**src/hw/rtl/sdbs_pkg.sv**
```systemverilog
// ----------------------------------------------------------------------------
// sdbs_pkg
// Shared types, constants and the microcode program of the sort, dedup and
// binary search core.
// ----------------------------------------------------------------------------
`default_nettype none

package sdbs_pkg;

    // Store geometry
    localparam int DEPTH   = 16;
    localparam int DATA_W  = 32;
    localparam int IDX_W   = $clog2(DEPTH);
    localparam int CNT_W   = $clog2(DEPTH + 1);

    // Fixed field widths of the item formats
    localparam int VALUE_W = 32;
    localparam int POS_W   = 4;
    localparam int UNIQ_W  = 5;

    // Step counter width of the sequencer
    localparam int STEP_W  = 4;

    // Input opcodes and result kinds
    localparam logic OPC_LOAD    = 1'b0;
    localparam logic OPC_SEARCH  = 1'b1;
    localparam logic KIND_SET    = 1'b0;
    localparam logic KIND_SEARCH = 1'b1;

    typedef struct packed {
        logic                       opcode;
        logic signed [VALUE_W-1:0]  data_value;
        logic                       last_of_set;
    } in_item_t;

    typedef struct packed {
        logic              result_kind;
        logic              found;
        logic [POS_W-1:0]  position;
        logic [UNIQ_W-1:0] unique_count;
        logic              overflowed;
    } out_item_t;

    // Datapath actions, one per control word
    typedef enum logic [3:0] {
        OP_NOP,
        OP_ACCEPT,
        OP_LOAD,
        OP_SORT_INIT,
        OP_PASS_START,
        OP_PASS_X,
        OP_BUBBLE,
        OP_PASS_END,
        OP_DD_INIT,
        OP_DD_STEP,
        OP_SET_DONE,
        OP_EMIT_SET,
        OP_SR_INIT,
        OP_SR_PROBE,
        OP_SR_CMP,
        OP_EMIT_SR
    } dp_op_t;

    // Jump conditions
    typedef enum logic [3:0] {
        C_NEVER,
        C_ALWAYS,
        C_IS_SEARCH,
        C_NOT_LAST,
        C_P_LE1,
        C_MORE_PAIRS,
        C_DD_MORE,
        C_SR_EMPTY,
        C_NOT_HIT
    } cond_t;

    // Program step addresses
    localparam logic [STEP_W-1:0] S_IDLE      = 4'd0;
    localparam logic [STEP_W-1:0] S_DISPATCH  = 4'd1;
    localparam logic [STEP_W-1:0] S_LOAD      = 4'd2;
    localparam logic [STEP_W-1:0] S_SORT_INIT = 4'd3;
    localparam logic [STEP_W-1:0] S_PASS_TOP  = 4'd4;
    localparam logic [STEP_W-1:0] S_PASS_X    = 4'd5;
    localparam logic [STEP_W-1:0] S_BUBBLE    = 4'd6;
    localparam logic [STEP_W-1:0] S_PASS_END  = 4'd7;
    localparam logic [STEP_W-1:0] S_DD_INIT   = 4'd8;
    localparam logic [STEP_W-1:0] S_DD_STEP   = 4'd9;
    localparam logic [STEP_W-1:0] S_DD_END    = 4'd10;
    localparam logic [STEP_W-1:0] S_EMIT_SET  = 4'd11;
    localparam logic [STEP_W-1:0] S_SR_INIT   = 4'd12;
    localparam logic [STEP_W-1:0] S_SR_PROBE  = 4'd13;
    localparam logic [STEP_W-1:0] S_SR_CMP    = 4'd14;
    localparam logic [STEP_W-1:0] S_EMIT_SR   = 4'd15;

    typedef struct packed {
        dp_op_t             op;
        cond_t              cond;
        logic [STEP_W-1:0]  target;
    } ucode_t;

    // Sequencer to datapath
    typedef struct packed {
        dp_op_t op;
        logic   en;
    } ctrl_t;

    // Datapath to sequencer
    typedef struct packed {
        logic is_search;
        logic not_last;
        logic p_le1;
        logic more_pairs;
        logic dd_more;
        logic sr_empty;
        logic not_hit;
        logic out_busy;
    } status_t;

    // Microcode program: action, jump condition, jump target
    function automatic ucode_t ucode_rom(input logic [STEP_W-1:0] addr);
        ucode_t w;
        unique case (addr)
            S_IDLE:      w = '{OP_ACCEPT,     C_NEVER,      S_IDLE};
            S_DISPATCH:  w = '{OP_NOP,        C_IS_SEARCH,  S_SR_INIT};
            S_LOAD:      w = '{OP_LOAD,       C_NOT_LAST,   S_IDLE};
            S_SORT_INIT: w = '{OP_SORT_INIT,  C_NEVER,      S_IDLE};
            S_PASS_TOP:  w = '{OP_PASS_START, C_P_LE1,      S_DD_INIT};
            S_PASS_X:    w = '{OP_PASS_X,     C_NEVER,      S_IDLE};
            S_BUBBLE:    w = '{OP_BUBBLE,     C_MORE_PAIRS, S_BUBBLE};
            S_PASS_END:  w = '{OP_PASS_END,   C_ALWAYS,     S_PASS_TOP};
            S_DD_INIT:   w = '{OP_DD_INIT,    C_NEVER,      S_IDLE};
            S_DD_STEP:   w = '{OP_DD_STEP,    C_DD_MORE,    S_DD_STEP};
            S_DD_END:    w = '{OP_SET_DONE,   C_NEVER,      S_IDLE};
            S_EMIT_SET:  w = '{OP_EMIT_SET,   C_ALWAYS,     S_IDLE};
            S_SR_INIT:   w = '{OP_SR_INIT,    C_NEVER,      S_IDLE};
            S_SR_PROBE:  w = '{OP_SR_PROBE,   C_SR_EMPTY,   S_EMIT_SR};
            S_SR_CMP:    w = '{OP_SR_CMP,     C_NOT_HIT,    S_SR_PROBE};
            S_EMIT_SR:   w = '{OP_EMIT_SR,    C_ALWAYS,     S_IDLE};
            default:     w = '{OP_NOP,        C_ALWAYS,     S_IDLE};
        endcase
        return w;
    endfunction

endpackage

`default_nettype wire

```
**src/hw/rtl/sort_dedup_binary_search_core.sv**
```systemverilog
// ----------------------------------------------------------------------------
// sort_dedup_binary_search_core
// Loads a set of signed values, sorts and deduplicates it, then answers
// binary-search queries over the unique values.
// ----------------------------------------------------------------------------
// A microcoded sequencer steps a store with one read and one write port
// through every operation, one control word per cycle unless stalled on
// either channel, and one item is handled at a time. A load that is not
// last is accepted, dispatched and written. A last load of n stored values
// then runs the bubble sort over them, the dedup and the report.
// A search takes at most floor(log2(unique count))+1 probes, each a read
// and a compare, and ends when the key is found or the range is empty.
// Results sit in an output register, so the next input is taken while a
// result waits; a new result is posted only once the previous one has been
// transferred.
`default_nettype none

module sort_dedup_binary_search_core (
    input  wire logic                clk,
    input  wire logic                rst_n,
    input  wire logic                in_valid,
    output logic                     in_ready,
    input  wire sdbs_pkg::in_item_t  in_data,
    output logic                     out_valid,
    input  wire logic                out_ready,
    output sdbs_pkg::out_item_t      out_data
);

    sdbs_pkg::ctrl_t   ctrl;
    sdbs_pkg::status_t status;

    sdbs_seq u_seq (
        .clk      (clk),
        .rst_n    (rst_n),
        .in_valid (in_valid),
        .status   (status),
        .ctrl     (ctrl)
    );

    sdbs_datapath u_dp (
        .clk       (clk),
        .rst_n     (rst_n),
        .ctrl      (ctrl),
        .in_data   (in_data),
        .out_ready (out_ready),
        .status    (status),
        .out_valid (out_valid),
        .out_data  (out_data)
    );

    // Input is taken only at the idle step of the program
    assign in_ready = (ctrl.op == sdbs_pkg::OP_ACCEPT);

endmodule

`default_nettype wire

```
**src/hw/rtl/sdbs_ram.sv**
```systemverilog
// ----------------------------------------------------------------------------
// sdbs_ram
// Generic single-write, single-read RAM with registered read data.
// ----------------------------------------------------------------------------
`default_nettype none

module sdbs_ram #(
    parameter int WIDTH = 32,
    parameter int DEPTH = 16
) (
    input  wire logic                     clk,
    input  wire logic                     we,
    input  wire logic [$clog2(DEPTH)-1:0] waddr,
    input  wire logic [WIDTH-1:0]         wdata,
    input  wire logic [$clog2(DEPTH)-1:0] raddr,
    output logic      [WIDTH-1:0]         rdata
);

    logic [WIDTH-1:0] mem_reg [DEPTH];
    logic [WIDTH-1:0] rdata_reg;

    // Write port and registered read port
    always_ff @(posedge clk)
    begin
        if (we)
        begin
            mem_reg[waddr] <= wdata;
        end
        rdata_reg <= mem_reg[raddr];
    end

    assign rdata = rdata_reg;

endmodule

`default_nettype wire

```
**src/hw/rtl/sdbs_seq.sv**
```systemverilog
// ----------------------------------------------------------------------------
// sdbs_seq
// Microcode sequencer: step counter, program ROM, jump and stall logic.
// ----------------------------------------------------------------------------
`default_nettype none

module sdbs_seq (
    input  wire logic             clk,
    input  wire logic             rst_n,
    input  wire logic             in_valid,
    input  wire sdbs_pkg::status_t status,
    output sdbs_pkg::ctrl_t       ctrl
);

    logic [sdbs_pkg::STEP_W-1:0] upc_reg;
    logic [sdbs_pkg::STEP_W-1:0] upc_next;
    sdbs_pkg::ucode_t            uw;
    logic                        stall;
    logic                        take;

    assign uw = sdbs_pkg::ucode_rom(upc_reg);

    // Hold the step while waiting on either channel
    always_comb
    begin
        stall = ((uw.op == sdbs_pkg::OP_ACCEPT) && !in_valid) ||
                (((uw.op == sdbs_pkg::OP_EMIT_SET) || (uw.op == sdbs_pkg::OP_EMIT_SR)) &&
                 status.out_busy);
    end

    // Jump condition select
    always_comb
    begin
        unique case (uw.cond)
            sdbs_pkg::C_NEVER:      take = 1'b0;
            sdbs_pkg::C_ALWAYS:     take = 1'b1;
            sdbs_pkg::C_IS_SEARCH:  take = status.is_search;
            sdbs_pkg::C_NOT_LAST:   take = status.not_last;
            sdbs_pkg::C_P_LE1:      take = status.p_le1;
            sdbs_pkg::C_MORE_PAIRS: take = status.more_pairs;
            sdbs_pkg::C_DD_MORE:    take = status.dd_more;
            sdbs_pkg::C_SR_EMPTY:   take = status.sr_empty;
            sdbs_pkg::C_NOT_HIT:    take = status.not_hit;
            default:                take = 1'b0;
        endcase
    end

    // Next step
    always_comb
    begin
        if (stall)
        begin
            upc_next = upc_reg;
        end
        else if (take)
        begin
            upc_next = uw.target;
        end
        else
        begin
            upc_next = upc_reg + 1'b1;
        end
    end

    always_ff @(posedge clk or negedge rst_n)
    begin
        if (!rst_n)
        begin
            upc_reg <= sdbs_pkg::S_IDLE;
        end
        else
        begin
            upc_reg <= upc_next;
        end
    end

    assign ctrl.op = uw.op;
    assign ctrl.en = !stall;

endmodule

`default_nettype wire

```
**src/hw/rtl/sdbs_datapath.sv**
```systemverilog
// ----------------------------------------------------------------------------
// sdbs_datapath
// Value store, index counters, comparators and output register, driven one
// action per cycle by the sequencer while it is not stalled.
// ----------------------------------------------------------------------------
`default_nettype none

module sdbs_datapath (
    input  wire logic               clk,
    input  wire logic               rst_n,
    input  wire sdbs_pkg::ctrl_t    ctrl,
    input  wire sdbs_pkg::in_item_t in_data,
    input  wire logic               out_ready,
    output sdbs_pkg::status_t       status,
    output logic                    out_valid,
    output sdbs_pkg::out_item_t     out_data
);

    localparam int DW = sdbs_pkg::DATA_W;
    localparam int IW = sdbs_pkg::IDX_W;
    localparam int CW = sdbs_pkg::CNT_W;

    // Control state
    logic          op_reg,       op_next;
    logic          last_reg,     last_next;
    logic [CW-1:0] cnt_reg,      cnt_next;
    logic [CW-1:0] dist_reg,     dist_next;
    logic          complete_reg, complete_next;
    logic          ovf_reg,      ovf_next;
    logic [CW-1:0] p_reg,        p_next;
    logic [CW-1:0] j_reg,        j_next;
    logic [CW-1:0] w_reg,        w_next;
    logic [CW-1:0] lo_reg,       lo_next;
    logic [CW-1:0] hi_reg,       hi_next;
    logic          found_reg,    found_next;
    logic          out_valid_reg, out_valid_next;

    // Payload
    logic [DW-1:0]       key_reg, key_next;
    logic [DW-1:0]       x_reg,   x_next;
    logic [IW-1:0]       mid_reg, mid_next;
    sdbs_pkg::out_item_t out_data_reg, out_data_next;

    // Store ports
    logic          ram_we;
    logic [IW-1:0] ram_waddr;
    logic [DW-1:0] ram_wdata;
    logic [IW-1:0] ram_raddr;
    logic [DW-1:0] ram_rdata;

    // Derived values
    logic [CW-1:0] eff_cnt;
    logic          has_room;
    logic [CW-1:0] j_inc;
    logic [CW:0]   j_plus2;
    logic [CW-1:0] p_dec;
    logic [CW:0]   mid_sum;
    logic [CW-1:0] mid_c;
    logic          less_rx;
    logic          less_rk;
    logic          keep;

    sdbs_ram #(
        .WIDTH (DW),
        .DEPTH (sdbs_pkg::DEPTH)
    ) u_store (
        .clk   (clk),
        .we    (ram_we),
        .waddr (ram_waddr),
        .wdata (ram_wdata),
        .raddr (ram_raddr),
        .rdata (ram_rdata)
    );

    // Index arithmetic and compares
    always_comb
    begin
        eff_cnt  = complete_reg ? '0 : cnt_reg;
        has_room = eff_cnt < CW'(sdbs_pkg::DEPTH);
        j_inc    = j_reg + 1'b1;
        j_plus2  = {1'b0, j_reg} + (CW+1)'(2);
        p_dec    = p_reg - 1'b1;
        mid_sum  = {1'b0, lo_reg} + {1'b0, hi_reg};
        mid_c    = mid_sum[CW:1];
        less_rx  = $signed(ram_rdata) < $signed(x_reg);
        less_rk  = $signed(ram_rdata) < $signed(key_reg);
        keep     = (j_reg == '0) || (ram_rdata != x_reg);
    end

    // Flags for the sequencer
    always_comb
    begin
        status.is_search  = (op_reg == sdbs_pkg::OPC_SEARCH);
        status.not_last   = !last_reg;
        status.p_le1      = (p_reg <= CW'(1));
        status.more_pairs = (j_plus2 < {1'b0, p_reg});
        status.dd_more    = ({1'b0, j_inc} < {1'b0, cnt_reg}) && (j_inc != '0);
        status.sr_empty   = (lo_reg >= hi_reg);
        status.not_hit    = (ram_rdata != key_reg);
        status.out_busy   = out_valid_reg && !out_ready;
    end

    // Store address and write select
    always_comb
    begin
        ram_we    = 1'b0;
        ram_waddr = j_reg[IW-1:0];
        ram_wdata = x_reg;
        ram_raddr = '0;
        unique case (ctrl.op)
            sdbs_pkg::OP_LOAD:
            begin
                ram_we    = has_room;
                ram_waddr = eff_cnt[IW-1:0];
                ram_wdata = key_reg;
            end
            sdbs_pkg::OP_PASS_X:
            begin
                ram_raddr = j_inc[IW-1:0];
            end
            sdbs_pkg::OP_BUBBLE:
            begin
                ram_we    = 1'b1;
                ram_wdata = less_rx ? ram_rdata : x_reg;
                ram_raddr = j_plus2[IW-1:0];
            end
            sdbs_pkg::OP_PASS_END:
            begin
                ram_we    = 1'b1;
                ram_waddr = p_dec[IW-1:0];
            end
            sdbs_pkg::OP_DD_STEP:
            begin
                ram_we    = keep;
                ram_waddr = w_reg[IW-1:0];
                ram_wdata = ram_rdata;
                ram_raddr = j_inc[IW-1:0];
            end
            sdbs_pkg::OP_SR_PROBE:
            begin
                ram_raddr = mid_c[IW-1:0];
            end
            default:
            begin
                ram_raddr = '0;
            end
        endcase
        ram_we = ram_we && ctrl.en;
    end

    // Register updates per action
    always_comb
    begin
        op_next        = op_reg;
        last_next      = last_reg;
        cnt_next       = cnt_reg;
        dist_next      = dist_reg;
        complete_next  = complete_reg;
        ovf_next       = ovf_reg;
        p_next         = p_reg;
        j_next         = j_reg;
        w_next         = w_reg;
        lo_next        = lo_reg;
        hi_next        = hi_reg;
        found_next     = found_reg;
        key_next       = key_reg;
        x_next         = x_reg;
        mid_next       = mid_reg;
        out_data_next  = out_data_reg;
        out_valid_next = out_valid_reg && !out_ready;

        if (ctrl.en)
        begin
            unique case (ctrl.op)
                sdbs_pkg::OP_ACCEPT:
                begin
                    op_next   = in_data.opcode;
                    last_next = in_data.last_of_set;
                    key_next  = in_data.data_value[DW-1:0];
                end
                sdbs_pkg::OP_LOAD:
                begin
                    // First load after a finished set starts a new one
                    if (complete_reg)
                    begin
                        dist_next     = '0;
                        complete_next = 1'b0;
                        ovf_next      = 1'b0;
                    end
                    if (has_room)
                    begin
                        cnt_next = eff_cnt + 1'b1;
                    end
                    else
                    begin
                        cnt_next = eff_cnt;
                        ovf_next = 1'b1;
                    end
                end
                sdbs_pkg::OP_SORT_INIT:
                begin
                    p_next = cnt_reg;
                end
                sdbs_pkg::OP_PASS_START:
                begin
                    j_next = '0;
                end
                sdbs_pkg::OP_PASS_X:
                begin
                    x_next = ram_rdata;
                end
                sdbs_pkg::OP_BUBBLE:
                begin
                    // x carries the running maximum of the pass
                    if (!less_rx)
                    begin
                        x_next = ram_rdata;
                    end
                    j_next = j_inc;
                end
                sdbs_pkg::OP_PASS_END:
                begin
                    p_next = p_dec;
                end
                sdbs_pkg::OP_DD_INIT:
                begin
                    j_next = '0;
                    w_next = '0;
                end
                sdbs_pkg::OP_DD_STEP:
                begin
                    if (keep)
                    begin
                        w_next = w_reg + 1'b1;
                        x_next = ram_rdata;
                    end
                    j_next = j_inc;
                end
                sdbs_pkg::OP_SET_DONE:
                begin
                    dist_next     = w_reg;
                    complete_next = 1'b1;
                end
                sdbs_pkg::OP_EMIT_SET:
                begin
                    out_valid_next              = 1'b1;
                    out_data_next.result_kind   = sdbs_pkg::KIND_SET;
                    out_data_next.found         = 1'b0;
                    out_data_next.position      = '0;
                    out_data_next.unique_count  = sdbs_pkg::UNIQ_W'(dist_reg);
                    out_data_next.overflowed    = ovf_reg;
                end
                sdbs_pkg::OP_SR_INIT:
                begin
                    lo_next    = '0;
                    hi_next    = dist_reg;
                    found_next = 1'b0;
                end
                sdbs_pkg::OP_SR_PROBE:
                begin
                    mid_next = mid_c[IW-1:0];
                end
                sdbs_pkg::OP_SR_CMP:
                begin
                    // Half-open range [lo, hi)
                    if (ram_rdata == key_reg)
                    begin
                        found_next = 1'b1;
                    end
                    else if (less_rk)
                    begin
                        lo_next = CW'(mid_reg) + 1'b1;
                    end
                    else
                    begin
                        hi_next = CW'(mid_reg);
                    end
                end
                sdbs_pkg::OP_EMIT_SR:
                begin
                    out_valid_next              = 1'b1;
                    out_data_next.result_kind   = sdbs_pkg::KIND_SEARCH;
                    out_data_next.found         = found_reg;
                    out_data_next.position      = found_reg ? sdbs_pkg::POS_W'(mid_reg) : '0;
                    out_data_next.unique_count  = sdbs_pkg::UNIQ_W'(dist_reg);
                    out_data_next.overflowed    = ovf_reg;
                end
                default:
                begin
                    out_data_next = out_data_reg;
                end
            endcase
        end
    end

    // Control state registers
    always_ff @(posedge clk or negedge rst_n)
    begin
        if (!rst_n)
        begin
            op_reg        <= sdbs_pkg::OPC_LOAD;
            last_reg      <= 1'b0;
            cnt_reg       <= '0;
            dist_reg      <= '0;
            complete_reg  <= 1'b0;
            ovf_reg       <= 1'b0;
            p_reg         <= '0;
            j_reg         <= '0;
            w_reg         <= '0;
            lo_reg        <= '0;
            hi_reg        <= '0;
            found_reg     <= 1'b0;
            out_valid_reg <= 1'b0;
        end
        else
        begin
            op_reg        <= op_next;
            last_reg      <= last_next;
            cnt_reg       <= cnt_next;
            dist_reg      <= dist_next;
            complete_reg  <= complete_next;
            ovf_reg       <= ovf_next;
            p_reg         <= p_next;
            j_reg         <= j_next;
            w_reg         <= w_next;
            lo_reg        <= lo_next;
            hi_reg        <= hi_next;
            found_reg     <= found_next;
            out_valid_reg <= out_valid_next;
        end
    end

    // Payload registers
    always_ff @(posedge clk)
    begin
        key_reg      <= key_next;
        x_reg        <= x_next;
        mid_reg      <= mid_next;
        out_data_reg <= out_data_next;
    end

    assign out_valid = out_valid_reg;
    assign out_data  = out_data_reg;

endmodule

`default_nettype wire

```
**config.mk**
```make
export PLATFORM = sky130hd
export DESIGN_NAME = sort_dedup_binary_search_core
export DESIGN_NICKNAME = d
export VERILOG_FILES = /design/src/hw/rtl/sdbs_pkg.sv /design/src/hw/rtl/sort_dedup_binary_search_core.sv /design/src/hw/rtl/sdbs_ram.sv /design/src/hw/rtl/sdbs_seq.sv /design/src/hw/rtl/sdbs_datapath.sv
export SDC_FILE = /design/constraint.sdc
export NUM_CORES = 1
export LEC_CHECK = 0
export BUFFER_PORTS_ARGS = -buffer_cell sky130_fd_sc_hd__clkbuf_2
export CORE_MARGIN = 2
export CORE_UTILIZATION = 41
export CTS_BUF_LIST = sky130_fd_sc_hd__clkbuf_2
export CTS_CLUSTER_DIAMETER = 80
export DETAILED_ROUTE_END_ITERATION = 6
export GPL_ROUTABILITY_DRIVEN = 0
export PLACE_DENSITY_LB_ADDON = 0.15
export SLEW_MARGIN = 20
export SYNTH_ARGS = -nofsm -noshare
export SYNTH_HDL_FRONTEND = slang
export SYNTH_SLANG_ARGS = --single-unit
```
**constraint.sdc**
```tcl
create_clock -name clk -period 4.1 [get_ports clk]
set_input_delay 1.23 -clock clk [delete_from_list [all_inputs] [get_ports clk]]
set_output_delay 1.23 -clock clk [all_outputs]
set_load 0.02 [all_outputs]
```
==> results.cfg <==
[outcome]
outcome = completed

[pwr]
power_mw = 24.3
p_leak_nw = 11.6
pwr_density_cell_nw_per_um2 = 742
vdd_drop_max_mv = 0.373

[final_layout]
fillerInstances = 5996
drive_above_1_share = 0.276
layout_common_cells = edfxtp_1, clkbuf_2, mux4_2
area_delta_synth_final_pct = 14.7
seqCellArea_sq_um = 19500
final_nets = 2146
final_common_cell = edfxtp_1
largest_reg_flops = 512
design_area_sq_um = 32800
multi_input_area_sq_um = 8440

[worst_setup_path]
worstPathArrival_ns = 2.64
slowest_delay_ns = 0.57
cp.required_ns = 2.87
slowest_stage = dfrtp_2
timing.critical_path.buf_inv = 3
crit_fanout = 17
cp-start-kind = flip-flop
critPathKind = reg2out
endpoint_kind = output port
cp_cell_sequence = buf_4, nor2_4, nand2_4, inv_1, clkbuf_2
path_delay_family = flip-flops

[clock_network]
cts-root-buf = clkbuf_2
clock-sinks = 669
cts_buffer_depth = 3
post_cts_buffers = 0
clock_latency_ns = 1.37
tritoncts.num_buffers = 173
clkTransAtPathRegs_ns = 0.11
htreeDepth = 4
cts_tree = built

[placed_design]
port_buffers = 51
dpl_cell_area_sq_um = 30800
hpwl_um = 44700
dpl_worst_slack_ns = 0.355

[routing]
vias = 17028
drc = 0
drt_first_iter_violations = 1495
wl_per_cell_um = 24.6
ant_nets = 0
dr.pass1.iters = 5
vias_per_cell = 5.51
route.final.wire_length_um = 76100

[timing]
setup_viol = 0
worst_slack_ns = 0.233
finalMaxSlewViolations = 0
report.final.hold_viol_count = 0
fin_skew_ns = 0.130
worstMarginPinSlew_ns = 0.886
finalCritPeriodShare = 0.943
finalCriticalPeriod_ns = 3.87
tns_ns = 0
fmax_mhz = 259
slew_headroom = 0.405
holdWs_ns = 0.177

[logic_synthesis]
ys_ff_latch = 669
async_reset_ff_frac = 0.0673
syn_inst = 1757
ys_seq_area_frac = 0.683
synth_edf_count = 592
syn_area_per_cell_sq_um = 16.3
synth_flop_cell = edfxtp_1
synth_area_sq_um = 28600
ys_types = 83
ys_warn_count = 0
synth.net_count = 1890

[floorplan]
start_util = 0.416
num_rows = 96
dieArea_sq_um = 71900
coreArea_sq_um = 68800
pin_count = 52
die_h_um = 268
fp.dieW_um = 268

[global_route]
grt-ovfl-total = 0
antenna_found_initial = 4
grt_pass1_vias = 17552
grt_pass1_wl_um = 113000
grt_max_degree = 68
track_usage = 0.219

[min_path]
hold_class = in2reg

[flow_run]
cap_violations = 0
final timing paths:
kind                                         from                           to  slack (ns)  depth (start not counted)
max                              u_seq.upc_reg[2]                     in_ready        0.23                          5
min                                   in_data[31]             u_dp.key_reg[30]        0.18                          1
max reg2reg                        u_dp.x_reg[13]  u_dp.u_store.mem_reg[4][29]        0.30                         10
min reg2reg                u_dp.u_store.rdata[17]               u_dp.x_reg[17]        0.47                          0
max in group asynchronous                   rst_n              u_dp.cnt_reg[3]        3.06                          3
min in group asynchronous                   rst_n               u_dp.hi_reg[0]        0.55                          3
layer usage:
layer,share of wire,wire [um],global-route usage,vias to the layer above
met5,0.00011,8,0,-
met4,0.021,1590,0.0755,2
met3,0.069,5240,0.0553,124
met2,0.47,36000,0.344,596
met1,0.44,33200,0.297,8722
li1,-,-,-,7584
Yosys cell counts (all sizes together), types with 5 or more instances:
| master | n | area, sq um |
|---|---|---|
| buf | 56 | 394 |
| nand2 | 115 | 455 |
| or3 | 6 | 38.8 |
| edfxtp | 592 | 17800 |
| xor2 | 6 | 52.6 |
| nor2b | 6 | 45.0 |
| mux4 | 129 | 2910 |
| nand3 | 120 | 611 |
| clkbuf | 27 | 101 |
| dfxtp | 32 | 641 |
| a22oi | 38 | 290 |
| a211oi | 6 | 55.1 |
| o22ai | 6 | 37.5 |
| or2 | 5 | 31.3 |
| nor2 | 57 | 221 |
| o211ai | 10 | 75.1 |
| a31oi | 9 | 62.6 |
| ha | 94 | 1180 |
| a21o | 5 | 37.5 |
| mux2 | 8 | 90.1 |
| a221o | 34 | 342 |
| a21oi | 40 | 200 |
| o21ai | 89 | 468 |
| xnor2 | 5 | 43.8 |
| and3 | 5 | 31.3 |
| inv | 94 | 353 |
| nand4 | 15 | 93.8 |
| mux2i | 16 | 160 |
| nor3 | 14 | 75.1 |
| dfrtp | 45 | 1130 |
| nand2b | 18 | 120 |
layout make-up:
cell class,instances,share of cell area
diodes,4,0.000305
clock buffers,255,0.0389
clock inverters,60,0.0112
inverters,94,0.0108
multi-input cells,911,0.257
flip-flops and latches,669,0.596
well taps,931,0.0355
repair buffers,164,0.0503
through the flow:
step	std cells	utilization
floorplan	1757	-
global placement	2733	0.447
detailed placement	2733	0.447
CTS	3083	0.476
global route	3088	0.477
finish	3088	0.477
logic make-up after synthesis:
family,share of synthesized area
AO/OA/AOI/OAI,0.0637
multiplexers,0.110
buffers and inverters,0.0297
XOR/XNOR,0.00337
adder cells (fa/ha/maj),0.0418
flip-flops,0.683
AND/OR/NAND/NOR,0.0676
worst register-to-register path, delay by kind of cell, from the launching register on:
kind / cells / cell delay, ns
buf+inv: 2 / 0.39
compound gates: 3 / 1.24
simple gates: 4 / 1.11
flops: 1 / 0.37
fa+ha+maj: 1 / 0.29
what timing repair did:
action                                 in CTS  in global routing
setup endpoints to repair                   1                  0
resized for setup                           4                  0
hold buffers                               35                  0
endpoints found under the hold margin      79                  0
power by group:
part	leakage (nW)	internal (mW)	switching, mW
Sequential	6.20	10.0	0.670
Combinational	4.14	3.32	5.61
Clock	1.23	1.89	2.81
No activity file was read; power rests on OpenSTA's default activity.
